`config.mk`:
```
export PLATFORM = sky130hd
export DESIGN_NAME = int4_dequant_l2_distance
export DESIGN_NICKNAME = d
export VERILOG_FILES = /design/src/hdl/idl2_pkg.sv /design/src/hdl/idl2_datapath.sv /design/src/hdl/idl2_ctrl.sv /design/src/hdl/int4_dequant_l2_distance.sv
export SDC_FILE = /design/constraint.sdc
export NUM_CORES = 1
export LEC_CHECK = 0
export BUFFER_PORTS_ARGS = -buffer_cell sky130_fd_sc_hd__buf_2
export CAP_MARGIN = 20
export CORE_ASPECT_RATIO = 0.7
export CORE_MARGIN = 2
export CORE_UTILIZATION = 41
export CTS_CLUSTER_DIAMETER = 200
export DETAILED_ROUTE_END_ITERATION = 7
export GPL_TIMING_DRIVEN = 0
export PLACE_DENSITY_LB_ADDON = 0.12
export SETUP_SLACK_MARGIN = 0.1
export SLEW_MARGIN = 10
export SYNTH_ARGS = -nofsm -noshare
export SYNTH_HDL_FRONTEND = slang
export SYNTH_SLANG_ARGS = --single-unit
```
`constraint.sdc`:
```
create_clock -name clock -period 11.5 [get_ports clock]
set_input_delay 2.3 -clock clock [delete_from_list [all_inputs] [get_ports clock]]
set_output_delay 2.3 -clock clock [all_outputs]
set_load 0.05 [all_outputs]
```
`src/hdl/idl2_pkg.sv`:
```
`default_nettype none

package idl2_pkg;

   localparam int VALUE_WIDTH = 16;
   localparam int ACC_WIDTH   = 48;
   localparam int DIST_WIDTH  = 48;
   localparam int CODE_WIDTH  = 8;
   localparam int NIB_WIDTH   = CODE_WIDTH / 2;

   localparam int PROD_WIDTH  = NIB_WIDTH + VALUE_WIDTH;
   localparam int RECIP_WIDTH = 20;
   localparam int RECIP_SHIFT = 23;
   // ceil(2^23 / 15); exact floor(x / 15) for every x below 2^20
   localparam logic [RECIP_WIDTH-1:0] RECIP_15 = 20'd559241;
   localparam int RPROD_WIDTH = PROD_WIDTH + RECIP_WIDTH;

   localparam int DIFF_WIDTH  = VALUE_WIDTH + 3;
   localparam int MAG_WIDTH   = VALUE_WIDTH + 1;
   localparam int SQ_WIDTH    = 2 * MAG_WIDTH;

   typedef struct packed {
      logic load_in;
      logic sel_second;
      logic acc_en;
      logic load_rsp;
   } dp_cmd_type;

   typedef struct packed {
      logic second_valid;
      logic last_byte;
   } dp_status_type;

endpackage

`default_nettype wire

```
`src/hdl/idl2_datapath.sv`:
```
`default_nettype none

module idl2_datapath (
   input  logic                                  clock,
   input  logic                                  reset,
   input  idl2_pkg::dp_cmd_type                  cmd,
   output idl2_pkg::dp_status_type               status,
   input  logic        [idl2_pkg::CODE_WIDTH-1:0]  req_code_byte,
   input  logic signed [idl2_pkg::VALUE_WIDTH-1:0] req_query_first,
   input  logic signed [idl2_pkg::VALUE_WIDTH-1:0] req_query_second,
   input  logic signed [idl2_pkg::VALUE_WIDTH-1:0] req_min_first,
   input  logic signed [idl2_pkg::VALUE_WIDTH-1:0] req_min_second,
   input  logic        [idl2_pkg::VALUE_WIDTH-1:0] req_range_first,
   input  logic        [idl2_pkg::VALUE_WIDTH-1:0] req_range_second,
   input  logic                                  req_second_valid,
   input  logic                                  req_last_byte,
   output logic        [idl2_pkg::DIST_WIDTH-1:0]  rsp_distance,
   output logic                                  rsp_overflowed
);
   import idl2_pkg::*;

   logic        [CODE_WIDTH-1:0]  code_ff;
   logic signed [VALUE_WIDTH-1:0] query_first_ff;
   logic signed [VALUE_WIDTH-1:0] query_second_ff;
   logic signed [VALUE_WIDTH-1:0] min_first_ff;
   logic signed [VALUE_WIDTH-1:0] min_second_ff;
   logic        [VALUE_WIDTH-1:0] range_first_ff;
   logic        [VALUE_WIDTH-1:0] range_second_ff;
   logic                          second_valid_ff;
   logic                          last_byte_ff;

   logic        [NIB_WIDTH-1:0]   nib;
   logic signed [VALUE_WIDTH-1:0] query_sel;
   logic signed [VALUE_WIDTH-1:0] min_sel;
   logic        [VALUE_WIDTH-1:0] range_sel;

   logic        [PROD_WIDTH-1:0]  prod_in;
   logic        [PROD_WIDTH-1:0]  prod_ff;
   logic        [RPROD_WIDTH-1:0] recip_prod;
   logic        [VALUE_WIDTH-1:0] quot_in;
   logic        [VALUE_WIDTH-1:0] quot_ff;
   logic signed [DIFF_WIDTH-1:0]  value_s;
   logic signed [DIFF_WIDTH-1:0]  diff_s;
   logic        [MAG_WIDTH-1:0]   mag_in;
   logic        [MAG_WIDTH-1:0]   mag_ff;
   logic        [SQ_WIDTH-1:0]    sq_in;
   logic        [SQ_WIDTH-1:0]    sq_ff;
   logic        [ACC_WIDTH:0]     sum_wide;
   logic        [ACC_WIDTH-1:0]   acc_ff;
   logic                          sat_ff;
   logic        [DIST_WIDTH-1:0]  distance_ff;
   logic                          overflowed_ff;

   always_ff @(posedge clock) begin
      if (cmd.load_in) begin
         code_ff         <= req_code_byte;
         query_first_ff  <= req_query_first;
         query_second_ff <= req_query_second;
         min_first_ff    <= req_min_first;
         min_second_ff   <= req_min_second;
         range_first_ff  <= req_range_first;
         range_second_ff <= req_range_second;
         second_valid_ff <= req_second_valid;
         last_byte_ff    <= req_last_byte;
      end
   end

   assign status.second_valid = second_valid_ff;
   assign status.last_byte    = last_byte_ff;

   always_comb begin
      if (cmd.sel_second) begin
         nib       = code_ff[NIB_WIDTH-1:0];
         query_sel = query_second_ff;
         min_sel   = min_second_ff;
         range_sel = range_second_ff;
      end else begin
         nib       = code_ff[CODE_WIDTH-1:NIB_WIDTH];
         query_sel = query_first_ff;
         min_sel   = min_first_ff;
         range_sel = range_first_ff;
      end
   end

   assign prod_in    = PROD_WIDTH'(nib) * PROD_WIDTH'(range_sel);
   assign recip_prod = RPROD_WIDTH'(prod_ff) * RPROD_WIDTH'(RECIP_15);
   assign quot_in    = recip_prod[RECIP_SHIFT +: VALUE_WIDTH];

   always_comb begin
      value_s = DIFF_WIDTH'(signed'({1'b0, quot_ff})) + DIFF_WIDTH'(min_sel);
      diff_s  = DIFF_WIDTH'(query_sel) - value_s;
      if (diff_s[DIFF_WIDTH-1]) begin
         mag_in = MAG_WIDTH'(-diff_s);
      end else begin
         mag_in = MAG_WIDTH'(diff_s);
      end
   end

   assign sq_in    = SQ_WIDTH'(mag_ff) * SQ_WIDTH'(mag_ff);
   assign sum_wide = {1'b0, acc_ff} + (ACC_WIDTH + 1)'(sq_ff);

   always_ff @(posedge clock) begin
      prod_ff <= prod_in;
      quot_ff <= quot_in;
      mag_ff  <= mag_in;
      sq_ff   <= sq_in;
   end

   always_ff @(posedge clock) begin
      if (reset) begin
         acc_ff <= '0;
         sat_ff <= 1'b0;
      end else if (cmd.load_rsp) begin
         acc_ff <= '0;
         sat_ff <= 1'b0;
      end else if (cmd.acc_en) begin
         if (sum_wide[ACC_WIDTH]) begin
            acc_ff <= '1;
            sat_ff <= 1'b1;
         end else begin
            acc_ff <= sum_wide[ACC_WIDTH-1:0];
         end
      end
   end

   always_ff @(posedge clock) begin
      if (cmd.load_rsp) begin
         distance_ff   <= acc_ff[DIST_WIDTH-1:0];
         overflowed_ff <= sat_ff;
      end
   end

   assign rsp_distance   = distance_ff;
   assign rsp_overflowed = overflowed_ff;

endmodule

`default_nettype wire

```
`src/hdl/idl2_ctrl.sv`:
```
`default_nettype none

module idl2_ctrl (
   input  logic                    clock,
   input  logic                    reset,
   input  logic                    req_valid,
   output logic                    req_stall,
   output logic                    rsp_valid,
   input  logic                    rsp_stall,
   output idl2_pkg::dp_cmd_type    cmd,
   input  idl2_pkg::dp_status_type status
);
   import idl2_pkg::*;

   typedef enum logic [2:0] {
      IDLE,
      MUL,
      DIV,
      DIFF,
      SQR,
      ACC,
      EMIT
   } state_type;

   state_type state_ff;
   logic      sel_ff;
   logic      rsp_valid_ff;
   logic      accept;
   logic      rsp_free;

   assign req_stall = (state_ff != IDLE);
   assign accept    = req_valid && !req_stall;
   assign rsp_free  = !rsp_valid_ff || !rsp_stall;
   assign rsp_valid = rsp_valid_ff;

   assign cmd.load_in    = accept;
   assign cmd.sel_second = sel_ff;
   assign cmd.acc_en     = (state_ff == ACC);
   assign cmd.load_rsp   = (state_ff == EMIT) && rsp_free;

   always_ff @(posedge clock) begin
      if (reset) begin
         state_ff     <= IDLE;
         sel_ff       <= 1'b0;
         rsp_valid_ff <= 1'b0;
      end else begin
         if (cmd.load_rsp) begin
            rsp_valid_ff <= 1'b1;
         end else if (!rsp_stall) begin
            rsp_valid_ff <= 1'b0;
         end
         unique case (state_ff)
            IDLE: begin
               if (accept) begin
                  sel_ff   <= 1'b0;
                  state_ff <= MUL;
               end
            end
            MUL:  state_ff <= DIV;
            DIV:  state_ff <= DIFF;
            DIFF: state_ff <= SQR;
            SQR:  state_ff <= ACC;
            ACC: begin
               if (!sel_ff && status.second_valid) begin
                  sel_ff   <= 1'b1;
                  state_ff <= MUL;
               end else if (status.last_byte) begin
                  state_ff <= EMIT;
               end else begin
                  state_ff <= IDLE;
               end
            end
            EMIT: begin
               // hold until the result register is free
               if (rsp_free) begin
                  state_ff <= IDLE;
               end
            end
            default: state_ff <= IDLE;
         endcase
      end
   end

endmodule

`default_nettype wire

```
`src/hdl/int4_dequant_l2_distance.sv`:
```
// Channel   Direction  Handshake             Payload
// req_      in         req_valid/req_stall   code byte, queries, mins, ranges, flags
// rsp_      out        rsp_valid/rsp_stall   distance, overflowed
//
// One shared lane runs five steps per dimension: nibble times range, reciprocal
// divide by 15, difference and magnitude, square, saturating accumulate.
// A second dimension runs the five steps again; a last byte adds the EMIT state
// to load the result register, and waits there while that register is stalled.
// Synchronous reset clears the accumulator, overflow flag and control state.
// The result register lets the next transaction enter while a result waits.
`default_nettype none

module int4_dequant_l2_distance (
   input  logic                                  clock,
   input  logic                                  reset,
   input  logic                                  req_valid,
   output logic                                  req_stall,
   input  logic        [idl2_pkg::CODE_WIDTH-1:0]  req_code_byte,
   input  logic signed [idl2_pkg::VALUE_WIDTH-1:0] req_query_first,
   input  logic signed [idl2_pkg::VALUE_WIDTH-1:0] req_query_second,
   input  logic signed [idl2_pkg::VALUE_WIDTH-1:0] req_min_first,
   input  logic signed [idl2_pkg::VALUE_WIDTH-1:0] req_min_second,
   input  logic        [idl2_pkg::VALUE_WIDTH-1:0] req_range_first,
   input  logic        [idl2_pkg::VALUE_WIDTH-1:0] req_range_second,
   input  logic                                  req_second_valid,
   input  logic                                  req_last_byte,
   output logic                                  rsp_valid,
   input  logic                                  rsp_stall,
   output logic        [idl2_pkg::DIST_WIDTH-1:0]  rsp_distance,
   output logic                                  rsp_overflowed
);
   import idl2_pkg::*;

   dp_cmd_type    cmd;
   dp_status_type status;

   idl2_ctrl u_ctrl (
      .clock     (clock),
      .reset     (reset),
      .req_valid (req_valid),
      .req_stall (req_stall),
      .rsp_valid (rsp_valid),
      .rsp_stall (rsp_stall),
      .cmd       (cmd),
      .status    (status)
   );

   idl2_datapath u_datapath (
      .clock            (clock),
      .reset            (reset),
      .cmd              (cmd),
      .status           (status),
      .req_code_byte    (req_code_byte),
      .req_query_first  (req_query_first),
      .req_query_second (req_query_second),
      .req_min_first    (req_min_first),
      .req_min_second   (req_min_second),
      .req_range_first  (req_range_first),
      .req_range_second (req_range_second),
      .req_second_valid (req_second_valid),
      .req_last_byte    (req_last_byte),
      .rsp_distance     (rsp_distance),
      .rsp_overflowed   (rsp_overflowed)
   );

endmodule

`default_nettype wire

```
After elaboration in Yosys (flattened, before gate mapping) --
Cells that the tools add are included.
Operators by class: reductions and logical operators 15, muxes and demuxes 16, equality and inequality tests 10, $add $sub $neg 4, multipliers 3
Operator list (number):
- 48-bit by 34-bit adder with 49-bit output | 1
- 16-bit 2-to-1 mux | 3
- 48-bit 2-to-1 mux | 1
- 20-bit by 20-bit multiplier with 39-bit output, second input constant | 1
- 17-bit by 17-bit multiplier with 34-bit output | 1
- 3-bit case mux with 7 select lines | 1
- 4-bit by 16-bit multiplier with 20-bit output | 1
- 16-bit by 18-bit subtractor with 19-bit output | 1
- 17-bit by 16-bit adder with 18-bit output | 1
- 17-bit 2-to-1 mux | 1
- 17-bit negator | 1
- 3-bit 2-to-1 mux | 4
- 3-bit == test, second input constant | 3
- 2-bit by 1-bit inequality test with 1-bit output, second input constant | 4
- 3-bit by 2-bit == test with 1-bit output, second input constant | 2
- 1-bit logical NOT | 4
- 1-bit 2-to-1 mux | 4
- 4-bit 2-to-1 mux | 1
- 2-bit AND reduction | 2
- 3-bit by 1-bit == test with 1-bit output, second input constant | 1
- 1-bit logical AND | 3
- 3-bit logical NOT | 1
- 3-bit AND reduction | 1
- 3-bit nonzero test | 1
- other kinds (4) | 4
Storage, ports and cells: input port bits 110, logic and storage cells 68, output and inout port bits 51, bits in registers 296

Longest topological paths before layout --
Gate-level depths: netlist of run 1.
depth after elaboration 5, mapped depth 27, mapped depth without buffers 25

Hierarchy --
From an unflattened synthesis of run 1, not the netlist that was laid out.
Unflattened totals: cell total of the unflattened synthesis 2494, area, all modules 25662.1 um^2
By module, submodules not included:
- idl2_datapath | times used 1, sequential area each 7357.1 um^2, cells each 2462, area an instance 25376.8 um^2
- idl2_ctrl | times used 1, sequential area each 100.1 um^2, cells each 32, area an instance 285.3 um^2

Worst setup path after synthesis of run 1 --
No wires, ideal clock.
path type input port to flip-flop, start input port req_valid, end register u_ctrl.sel_ff, stages 4, setup slack 3.935 ns, arrival time 7.445 ns, setup time 0.119 ns, required time 11.381 ns, path buffers 0, path through inv_1 nor2_1 mux2_2 nor2_1
RTL lines:
- start, declared | line int4_dequant_l2_distance.sv:16 | input logic req_valid,
- end signal, assigned | line idl2_ctrl.sv:44 | sel_ff <= 1'b0;
- end signal, assigned | line idl2_ctrl.sv:55 | sel_ff <= 1'b0;
- end signal, assigned | line idl2_ctrl.sv:65 | sel_ff <= 1'b1;
- end, declared | line idl2_ctrl.sv:26 | logic sel_ff;

Final worst setup path of run 1 --
start register u_datapath.mag_ff[2], end register u_datapath.sq_ff[30]
On the way: cells in the longest elaborated chain, start to end 1
RTL lines:
- start, declared | line idl2_datapath.sv:45 | logic [MAG_WIDTH-1:0] mag_ff;
- start signal, assigned | line idl2_datapath.sv:105 | mag_ff <= mag_in;
- 17-bit by 17-bit multiplier with 34-bit output | line idl2_datapath.sv:99 | assign sq_in = SQ_WIDTH'(mag_ff) * SQ_WIDTH'(mag_ff);
- via u_datapath.sq_in[30] | line idl2_datapath.sv:46 | logic [SQ_WIDTH-1:0] sq_in;
- end signal, assigned | line idl2_datapath.sv:106 | sq_ff <= sq_in;
- end, declared | line idl2_datapath.sv:47 | logic [SQ_WIDTH-1:0] sq_ff;
The timed path passes the listed nets, and every way through them passes these cells. A chain may end at the register's enable or synchronous reset.

==> key figures, run 1 <==
Outcome
  • Status: completed

STA
  • Fmax: 0.122 GHz
  • Setup tns final: 0 ps
  • Slew margin rel.: 0.362
  • Hold Vio Cnt, Final: 0
  • Final Max Tran Viols: 0
  • Worst clock skew: 41.5 ps
  • RSZ-0062 raised after global routing: false
  • Period utilization: 0.712
  • Final setup vio count: 0
  • Actual slew at the worst max-slew pin: 933 ps
  • Final min period: 8180 ps

Clock network
  • Hold_buf cts: 0
  • H-tree levels: 2
  • PostCTS Resize Cnt: 0
  • Postcts setup bufs: 0
  • TritonCTS Sinks: 295
  • CTS Buf Count: 35
  • Deepest clock path buffer count: 3
  • CTS tree: built
  • Clk Latency, worst-skew pair: 570 ps
  • Root Driver: clkbuf_16
  • CTS clk-pin slew, worst paths: 60 ps

Critical path
  • Top delay family on crit path: adder cells
  • Required @ worst endpoint: 11990 ps
  • Flop2flop setup slack: 3320 ps
  • Reg2reg start: u_datapath.mag_ff[2]
  • CP max-delay cell: a211oi_1
  • Levels on crit path: 25
  • CP Class: reg2reg
  • Reg2Reg Depth: 25
  • Worst r2r dst: u_datapath.sq_ff[30]
  • CP Buf/Inv Count: 7
  • Element type at the critical path end: flip-flop
  • Worst-path fanout max: 10
  • Setup crit start kind: flip-flop
  • Crit path largest cell delay: 770 ps
  • Crit path DAT: 8670 ps
  • Critical path destination: u_datapath.sq_ff[30]
  • Worst Setup SP: u_datapath.mag_ff[2]

Hold path
  • Hold WC Path Type: reg2reg

Placement
  • RePlAce Congestion: 0.901
  • DP Wirelength: 49.0 mm
  • Port Buf Inserts: 160

Global route
  • Largest net degree at the start of global routing: 36
  • Gr ovfl total: 0
  • Initial antenna violation count: 0
  • First-pass GRT wire length: 97.9 mm
  • Number of global-route vias before repair: 18.3k
  • Total GRT Usage: 0.194

Yosys
  • Post-Syn Nets: 3166
  • Post-synth cell types: 82
  • Post-synthesis register bit count: 295
  • Yosys warning total: 0
  • Post-synth EDFFs: 155
  • Post-synthesis sequential area ratio: 0.294
  • Most used DFF post-synth: edfxtp_1
  • Post-synthesis instance area: 25400 µm²
  • Synth async-reset ratio: 0
  • Post-Synthesis Cells: 2467
  • Avg Cell Area, Syn: 10.3 µm²

Die
  • Die ar.: 64000 µm²
  • CORE AREA: 61400 µm²
  • Num rows: 76
  • Die X: 302 µm
  • I/O pins: 161
  • Initial Util: 0.414
  • Die Y: 212 µm

Detailed routing
  • Via/cell ratio: 4.93
  • Routed WL: 59.4 mm
  • # DRC: 0
  • Antenna Violating Nets Remaining: 0
  • Routed wl met2: 24.3 mm
  • Met1 WL: 30.8 mm
  • DR WL/cell: 16.9 µm
  • Met3 WL post-DR: 3.31 mm
  • Pre-antenna DRT Iters: 5
  • Max Used Layer: met4
  • 1st-iter DRT viols: 1127
  • Total number of vias: 17.3k

Cells and area
  • FILL cells: 5821
  • Share of cells above drive strength 1: 0.110
  • Most frequent cells in the layout: inv_1 (467), ha_1 (318), fa_1 (271), nand2_1 (182), buf_2 (162)
  • Final net count: 3368
  • Most common cell after layout, fill and taps aside: inv_1
  • Area Overhead vs Synth: 12.5%
  • Ant diodes: 0

Flow run
  • Max_cap viols: 0
==> registers in the layout, indices dropped and copies added, names as in the netlist, 17 cells and up <==
name and flops:
u_datapath.rsp_distance 48, u_datapath.sq_ff 33, u_datapath.prod_ff 20, u_datapath.acc_ff 48
u_datapath.mag_ff 17
==> layer usage <==
layer,vias up,GRT usage
met5,-,0
met4,0,0.0365
met3,55,0.0335
met2,361,0.288
met1,8394,0.297
li1,8526,-
==> metrics by stage <==
| stage | instances | hold slack, ps | area, µm² | utilization | worst slack (ps) |
|---|---|---|---|---|---|
| 2_1_floorplan | 2467 | 404 | 25400 | - | 3940 |
| 3_3_place_gp | 3446 | 430 | 27200 | 0.443 | 2290 |
| 3_5_place_dp | 3451 | 437 | 27300 | 0.445 | 3430 |
| 4_1_cts | 3515 | 452 | 28600 | 0.465 | 3410 |
| 5_1_grt | 3515 | 470 | 28600 | 0.465 | 2940 |
| 6_report | 3515 | 450 | 28600 | 0.465 | 3320 |
==> synth_stat cells, types with 4 or more instances <==
library cell | instances | area, µm²
o31ai_1 | 5 | 37.5
fa_1 | 271 | 5430
nor2_1 | 94 | 353
edfxtp_1 | 155 | 4650
o211ai_1 | 11 | 82.6
xor2_1 | 44 | 385
nand2_1 | 182 | 683
o21a_1 | 20 | 150
nand2b_1 | 11 | 68.8
a21o_1 | 31 | 233
or2_2 | 6 | 37.5
inv_1 | 467 | 1750
nand3_1 | 26 | 130
a31o_2 | 4 | 35.0
nand4_1 | 6 | 37.5
a31oi_1 | 18 | 113
nor2b_1 | 20 | 125
and3_1 | 18 | 113
a221oi_1 | 4 | 35.0
mux2_2 | 37 | 417
and2_1 | 69 | 432
o21bai_1 | 14 | 105
ha_1 | 318 | 3980
o31a_1 | 4 | 35.0
a211oi_1 | 10 | 75.1
xnor2_1 | 88 | 771
clkbuf_1 | 55 | 206
o21ai_0 | 83 | 415
or3_1 | 9 | 56.3
mux2i_1 | 21 | 210
nor3_1 | 21 | 105
a21oi_1 | 129 | 646
a211o_1 | 6 | 52.6
dfxtp_1 | 140 | 2800
==> kinds of logic (layout without fill, tap and decap cells) <==
| group | after synthesis | count (layout) | share of synthesized area |
|---|---|---|---|
| adder cells (fa/ha/maj) | 589 | 589 | 0.370 |
| buffers and inverters | 527 | 756 | 0.0783 |
| AND/OR/NAND/NOR | 480 | 480 | 0.0904 |
| AO/OA/AOI/OAI | 385 | 385 | 0.0966 |
| flip-flops | 295 | 295 | 0.294 |
| XOR/XNOR | 132 | 132 | 0.0455 |
| multiplexers | 59 | 59 | 0.0256 |
==> cell type report <==
class	count	area [µm²]	area share
multi-input combinational	1645	16000	0.559
sequential	295	7460	0.261
inverter	468	1760	0.0614
tap	819	1020	0.0358
clock buffer	40	926	0.0324
timing repair buffer	165	896	0.0313
clock inverter	24	317	0.0111
buffer	59	231	0.00810
==> worst min-delay path by stage <==
stage / start / end / slack (ps) / cells past startpoint
global route: u_datapath.sat_ff / u_datapath.rsp_overflowed / 470 / 0
floorplan: u_datapath.mag_ff[0] / u_datapath.sq_ff[0] / 400 / 0
global placement: u_datapath.sat_ff / u_datapath.rsp_overflowed / 430 / 0
finish: u_datapath.sat_ff / u_datapath.rsp_overflowed / 450 / 0
detailed placement: u_datapath.sat_ff / u_datapath.rsp_overflowed / 440 / 0
CTS: u_datapath.sat_ff / u_datapath.rsp_overflowed / 450 / 0
Power of run 1 is left out: the tool's default activity adds up to more than one toggle a clock period on the data nets, which glitch-free logic cannot reach.
==> run 2: changes to the inputs <==
Clock period 11.5 ns to 6.9 ns, I/O delays scaled along.
==> key figures, run 2 (synthesized netlist as in run 1, its figures left out) <==
STA
  • Hold Vio Cnt, Final: 0 (unchanged)
  • RSZ-0062 raised after global routing: false
  • Period utilization: 0.946 (+0.234)
  • Fmax: 0.153 GHz (+25%)
  • Slew margin rel.: 0.362 (+0.000384)
  • Final Max Tran Viols: 0 (unchanged)
  • Final setup vio count: 0 (unchanged)
  • Setup tns final: 0 ps (unchanged)
  • Actual slew at the worst max-slew pin: 933 ps (-0.561 ps)
  • Final min period: 6530 ps (-1660 ps)
  • Worst clock skew: 40.9 ps (-0.551 ps)

Cells and area
  • Fin cells: 3519 (+0.11%)
  • Ant diodes: 0 (unchanged)
  • Most frequent cells in the layout: inv_1 (467), ha_1 (317), fa_1 (271), nand2_1 (182), buf_2 (162)
  • Share of cells above drive strength 1: 0.127 (+0.0169)
  • Final net count: 3372 (+0.12%)
  • Most common cell after layout, fill and taps aside: inv_1
  • Area Overhead vs Synth: 13.4%

Placement
  • Port Buf Inserts: 160 (unchanged)
  • RePlAce Congestion: 0.901 (unchanged)
  • Placed cells: 3451 (unchanged)
  • DP Wirelength: 49.0 mm (unchanged)

Clock network
  • CTS tree: built
  • TritonCTS Sinks: 295 (unchanged)
  • CTS clk-pin slew, worst paths: 60 ps (about the same)
  • Root Driver: clkbuf_16
  • H-tree levels: 2 (unchanged)
  • Clk Latency, worst-skew pair: 570 ps (about the same)
  • Deepest clock path buffer count: 3 (unchanged)
  • Hold_buf cts: 0 (unchanged)
  • CTS Buf Count: 35 (unchanged)

Outcome
  • Status: completed

Hold path
  • Hold WC Path Type: reg2reg
  • Hold wc startpoint: u_datapath.sat_ff

Die
  • Die X: 302 µm (unchanged)
  • Die ar.: 64000 µm² (unchanged)
  • Die Y: 212 µm (unchanged)
  • Initial Util: 0.414 (unchanged)
  • CORE AREA: 61400 µm² (unchanged)
  • I/O pins: 161 (unchanged)
  • Num rows: 76 (unchanged)

Global route
  • Largest net degree at the start of global routing: 36 (unchanged)
  • First-pass GRT wire length: 98.1 mm (+0.23%)
  • Number of global-route vias before repair: 18.3k (+0.20%)
  • Total GRT Usage: 0.195 (+0.000491)
  • Gr ovfl total: 0 (unchanged)
  • Initial antenna violation count: 0 (unchanged)

Detailed routing
  • Routed WL: 59.5 mm (+0.12%)
  • 1st-iter DRT viols: 1051 (-6.7%)
  • Pre-antenna DRT Iters: 7 (+2)
  • Antenna Violating Nets Remaining: 0 (unchanged)
  • Via/cell ratio: 4.92 (-0.26%)
  • # DRC: 0 (unchanged)
  • Total number of vias: 17.3k (-0.15%)
  • DR WL/cell: 16.9 µm (about the same)

Critical path
  • Worst Setup SP: u_datapath.mag_ff[2]
  • CP Class: reg2reg
  • Crit path largest cell delay: 550 ps (-220 ps)
  • Reg2reg start: u_datapath.mag_ff[2]
  • Element type at the critical path end: flip-flop
  • Crit path DAT: 7020 ps (-1650 ps)
  • Worst-path cell chain: buf_8 > clkbuf_8 > nand2_1 > fa_1 > inv_1 > fa_1 > inv_1 > fa_1 > inv_1 > ha_1 > fa_1 > inv_1 > fa_1 > inv_1 > ha_4 > a2111o_1 > o21a_1 > a21oi_2 > a31oi_2 > a211oi_4 > o21a_1 > a21oi_1 > a41oi_2 > xnor2_1
  • Required @ worst endpoint: 7390 ps (-4600 ps)
  • Worst-path fanout max: 10 (unchanged)
  • CP max-delay cell: fa_1
  • Setup crit start kind: flip-flop

Flow run
  • Max_cap viols: 0 (unchanged)
[run 2: timing repair]
item / in CTS / in global routing
buffers inserted: 2 / 2
endpoints found under the hold margin: 0 / 0
endpoints found under the setup margin: 15 / 8
resized for setup: 40 / 52
gates cloned: 0 / 0
pin swaps: 1 / 5
[run 2: through the flow]
stage | setup slack [ps] | utilization | cell area (µm²) | hold slack, ps
CTS | 109 | 0.467 | 28700 | 452
global placement | -1390 | 0.443 | 27200 | 430
floorplan | 255 | - | 25400 | 404
finish | 374 | 0.469 | 28800 | 446
global route | 84.7 | 0.469 | 28800 | 470
detailed placement | -1170 | 0.445 | 27300 | 437
[run 2: layout make-up]
type / count / area [µm²]
timing repair buffer: 169 / 926
buffer: 59 / 317
tap: 819 / 1020
sequential: 295 / 7480
clock buffer: 40 / 926
multi-input combinational: 1645 / 16100
clock inverter: 24 / 317
fill: 5801 / 32600
inverter: 468 / 1760
[run 2: critical path: cells and delay by family, from the launching register on]
family | cells | cell delay [ps]
DFF | 1 | 390
and+or+nand+nor | 1 | 110
buffers and inverters | 7 | 640
AOI/OAI and AO/OA | 8 | 1950
adders and majority gates | 7 | 3190
xor gates and xnor gates | 1 | 140
[run 2: routing by layer]
| layer | share of wire | vias up | track usage |
|---|---|---|---|
| met4 | 0.017 | 0 | 0.0365 |
| met1 | 0.52 | 8393 | 0.297 |
| li1 | - | 8527 | - |
| met3 | 0.056 | 55 | 0.0329 |
| met2 | 0.41 | 335 | 0.290 |
| met5 | 0 | - | 0 |
[run 2: worst paths after layout]
kind	end	slack, ps	cells after the start
worst max-delay path	u_datapath.sq_ff[30]	370	24
worst min-delay path	u_datapath.rsp_overflowed	450	0
worst max register to register	u_datapath.sq_ff[30]	370	24
worst min register to register	u_datapath.rsp_overflowed	450	0
Power of run 2 is left out for the same reason.
==> run 3: changes to the inputs <==
Settings changed: CORE_UTILIZATION 41 to 40.
==> key figures, run 3 (synthesized netlist as in run 1, its figures left out) <==
Die
  • Die ar.: 65600 µm² (+2.5%)
  • CORE AREA: 63000 µm² (+2.6%)
  • Die Y: 215 µm (+1.2%)
  • Die X: 305 µm (+1.2%)
  • Initial Util: 0.403 (-0.0104)
  • Num rows: 77 (+1.3%)
  • I/O pins: 161 (unchanged)

Detailed routing
  • Total number of vias: 17.1k (-1.0%)
  • # DRC: 0 (unchanged)
  • Routed WL: 59.4 mm (-0.12%)
  • 1st-iter DRT viols: 985 (-6.3%)
  • Pre-antenna DRT Iters: 5 (-2)
  • Antenna Violating Nets Remaining: 0 (unchanged)
  • DR WL/cell: 16.8 µm (-0.40%)
  • Via/cell ratio: 4.85 (-1.3%)

STA
  • Fmax: 0.155 GHz (+0.96%)
  • Final setup vio count: 0 (unchanged)
  • Actual slew at the worst max-slew pin: 1080 ps (+143 ps)
  • Period utilization: 0.937 (-0.00899)
  • Setup ws final: 436 ps (+62.0 ps)
  • Final Max Tran Viols: 0 (unchanged)
  • Final min period: 6460 ps (-62.0 ps)
  • Fin Hold WS: 447 ps (+0.268 ps)
  • Slew margin rel.: 0.264 (-0.0980)
  • Setup tns final: 0 ps (unchanged)
  • Worst clock skew: 24.1 ps (-16.8 ps)
  • RSZ-0062 raised after global routing: true
  • Hold Vio Cnt, Final: 0 (unchanged)

Placement
  • Place WS: -988 ps (+184 ps)
  • Port Buf Inserts: 160 (unchanged)
  • RePlAce Congestion: 0.902 (+0.12%)
  • DP Wirelength: 49.1 mm (+0.25%)
  • DP Area: 27400 µm² (about the same)

Clock network
  • CTS tree: built
  • CTS clk-pin slew, worst paths: 60 ps (about the same)
  • H-tree levels: 2 (unchanged)
  • TritonCTS Sinks: 295 (unchanged)
  • CTS Buf Count: 35 (unchanged)
  • Clk Latency, worst-skew pair: 550 ps (-20 ps)
  • Root Driver: clkbuf_16
  • Deepest clock path buffer count: 3 (unchanged)
  • Hold_buf cts: 0 (unchanged)

Global route
  • Total GRT Usage: 0.188 (-0.00682)
  • Largest net degree at the start of global routing: 33 (-8.3%)
  • Gr ovfl total: 0 (unchanged)
  • Initial antenna violation count: 0 (unchanged)
  • Number of global-route vias before repair: 18.1k (-1.3%)
  • First-pass GRT wire length: 98.4 mm (+0.27%)

Cells and area
  • Share of cells above drive strength 1: 0.126 (-0.000324)
  • Final net count: 3372 (unchanged)
  • Most common cell after layout, fill and taps aside: inv_1
  • Design area: 28700 µm² (-0.23%)
  • Most frequent cells in the layout: inv_1 (467), ha_1 (316), fa_1 (271), nand2_1 (182), buf_2 (162)
  • Area Overhead vs Synth: 13.1%
  • FILL cells: 6028 (+3.9%)

Critical path
  • Required @ worst endpoint: 7350 ps (-40 ps)
  • Worst r2r dst: u_datapath.sq_ff[30]
  • Crit path largest cell delay: 560 ps (about the same)
  • Crit path DAT: 6920 ps (-100 ps)
  • Setup crit start kind: flip-flop
  • Worst Setup SP: u_datapath.mag_ff[2]
  • CP max-delay cell: fa_1
  • Element type at the critical path end: flip-flop
  • Worst-path fanout max: 10 (unchanged)
  • Reg2Reg Depth: 25 (+4.2%)
  • Critical path destination: u_datapath.sq_ff[30]
  • Flop2flop setup slack: 440 ps (+60 ps)
  • CP Class: reg2reg
  • Reg2reg start: u_datapath.mag_ff[2]

Outcome
  • Status: completed

Flow run
  • Max_cap viols: 0 (unchanged)

Hold path
  • Hold WC Path Type: reg2reg
run 3: changes by cell type in the layout (fill, tap and decap cells not counted), moves of 2 or more:
cell	change
ha_2	+2
dfxtp_2	-5
clkinv_1	-3
clkbuf_1	+3
clkinv_2	+2
clkinv_4	-3
clkbuf_8	+4
bufinv_16	-3
dfxtp_4	+4
inv_6	-2
run 3: cell type report:
class                   count  area [µm²]  area share
diodes                      1        2.50   0.0000871
multi-input cells        1645       16000       0.558
plain buffers              59         317      0.0110
well taps                 829        1040      0.0361
flip-flops and latches    295        7490       0.261
inverters                 468        1760      0.0611
clock inverters            14         151     0.00527
repair buffers            169         926      0.0322
clock buffers              49        1030      0.0359
run 3: per-layer routing:
layer	vias to the layer above	track usage	part of all wire
met5	-	0	0
met2	321	0.268	0.40
met4	0	0.0320	0.015
met1	8228	0.295	0.54
li1	8528	-	-
met3	56	0.0351	0.053
run 3: worst min-delay path by stage:
| stage | start | end | slack, ps | cells after the start |
|---|---|---|---|---|
| 6_report | u_datapath.sat_ff | u_datapath.rsp_overflowed | 450 | 0 |
| 3_5_place_dp | u_datapath.sat_ff | u_datapath.rsp_overflowed | 430 | 0 |
| 4_1_cts | u_datapath.sat_ff | u_datapath.rsp_overflowed | 440 | 0 |
| 2_1_floorplan | u_datapath.mag_ff[0] | u_datapath.sq_ff[0] | 400 | 0 |
| 5_1_grt | u_datapath.sat_ff | u_datapath.rsp_overflowed | 460 | 0 |
| 3_3_place_gp | u_datapath.sat_ff | u_datapath.rsp_overflowed | 430 | 0 |
run 3: through the flow:
step | instances | util
finish | 3529 | 0.456
global route | 3528 | 0.456
CTS | 3526 | 0.454
detailed placement | 3461 | 0.434
global placement | 3456 | 0.432
floorplan | 2467 | -
run 3: what timing repair did:
action | 4_1_cts | 5_1_grt
setup endpoints to repair | 13 | 8
gates resized for setup | 33 | 66
hold endpoints to repair | 0 | 0
pin swaps | 1 | 2
setup buffers | 2 | 2
run 3: critical path: cells and delay by family (launching register included):
kind | cells | cell delay, ps
flip-flops | 1 | 380
AO/OA/AOI/OAI | 8 | 1700
adder cells (fa/ha/maj) | 7 | 3270
buffers and inverters | 8 | 770
AND/OR/NAND/NOR | 1 | 110
XOR/XNOR | 1 | 140
Power of run 3 is left out for the same reason.
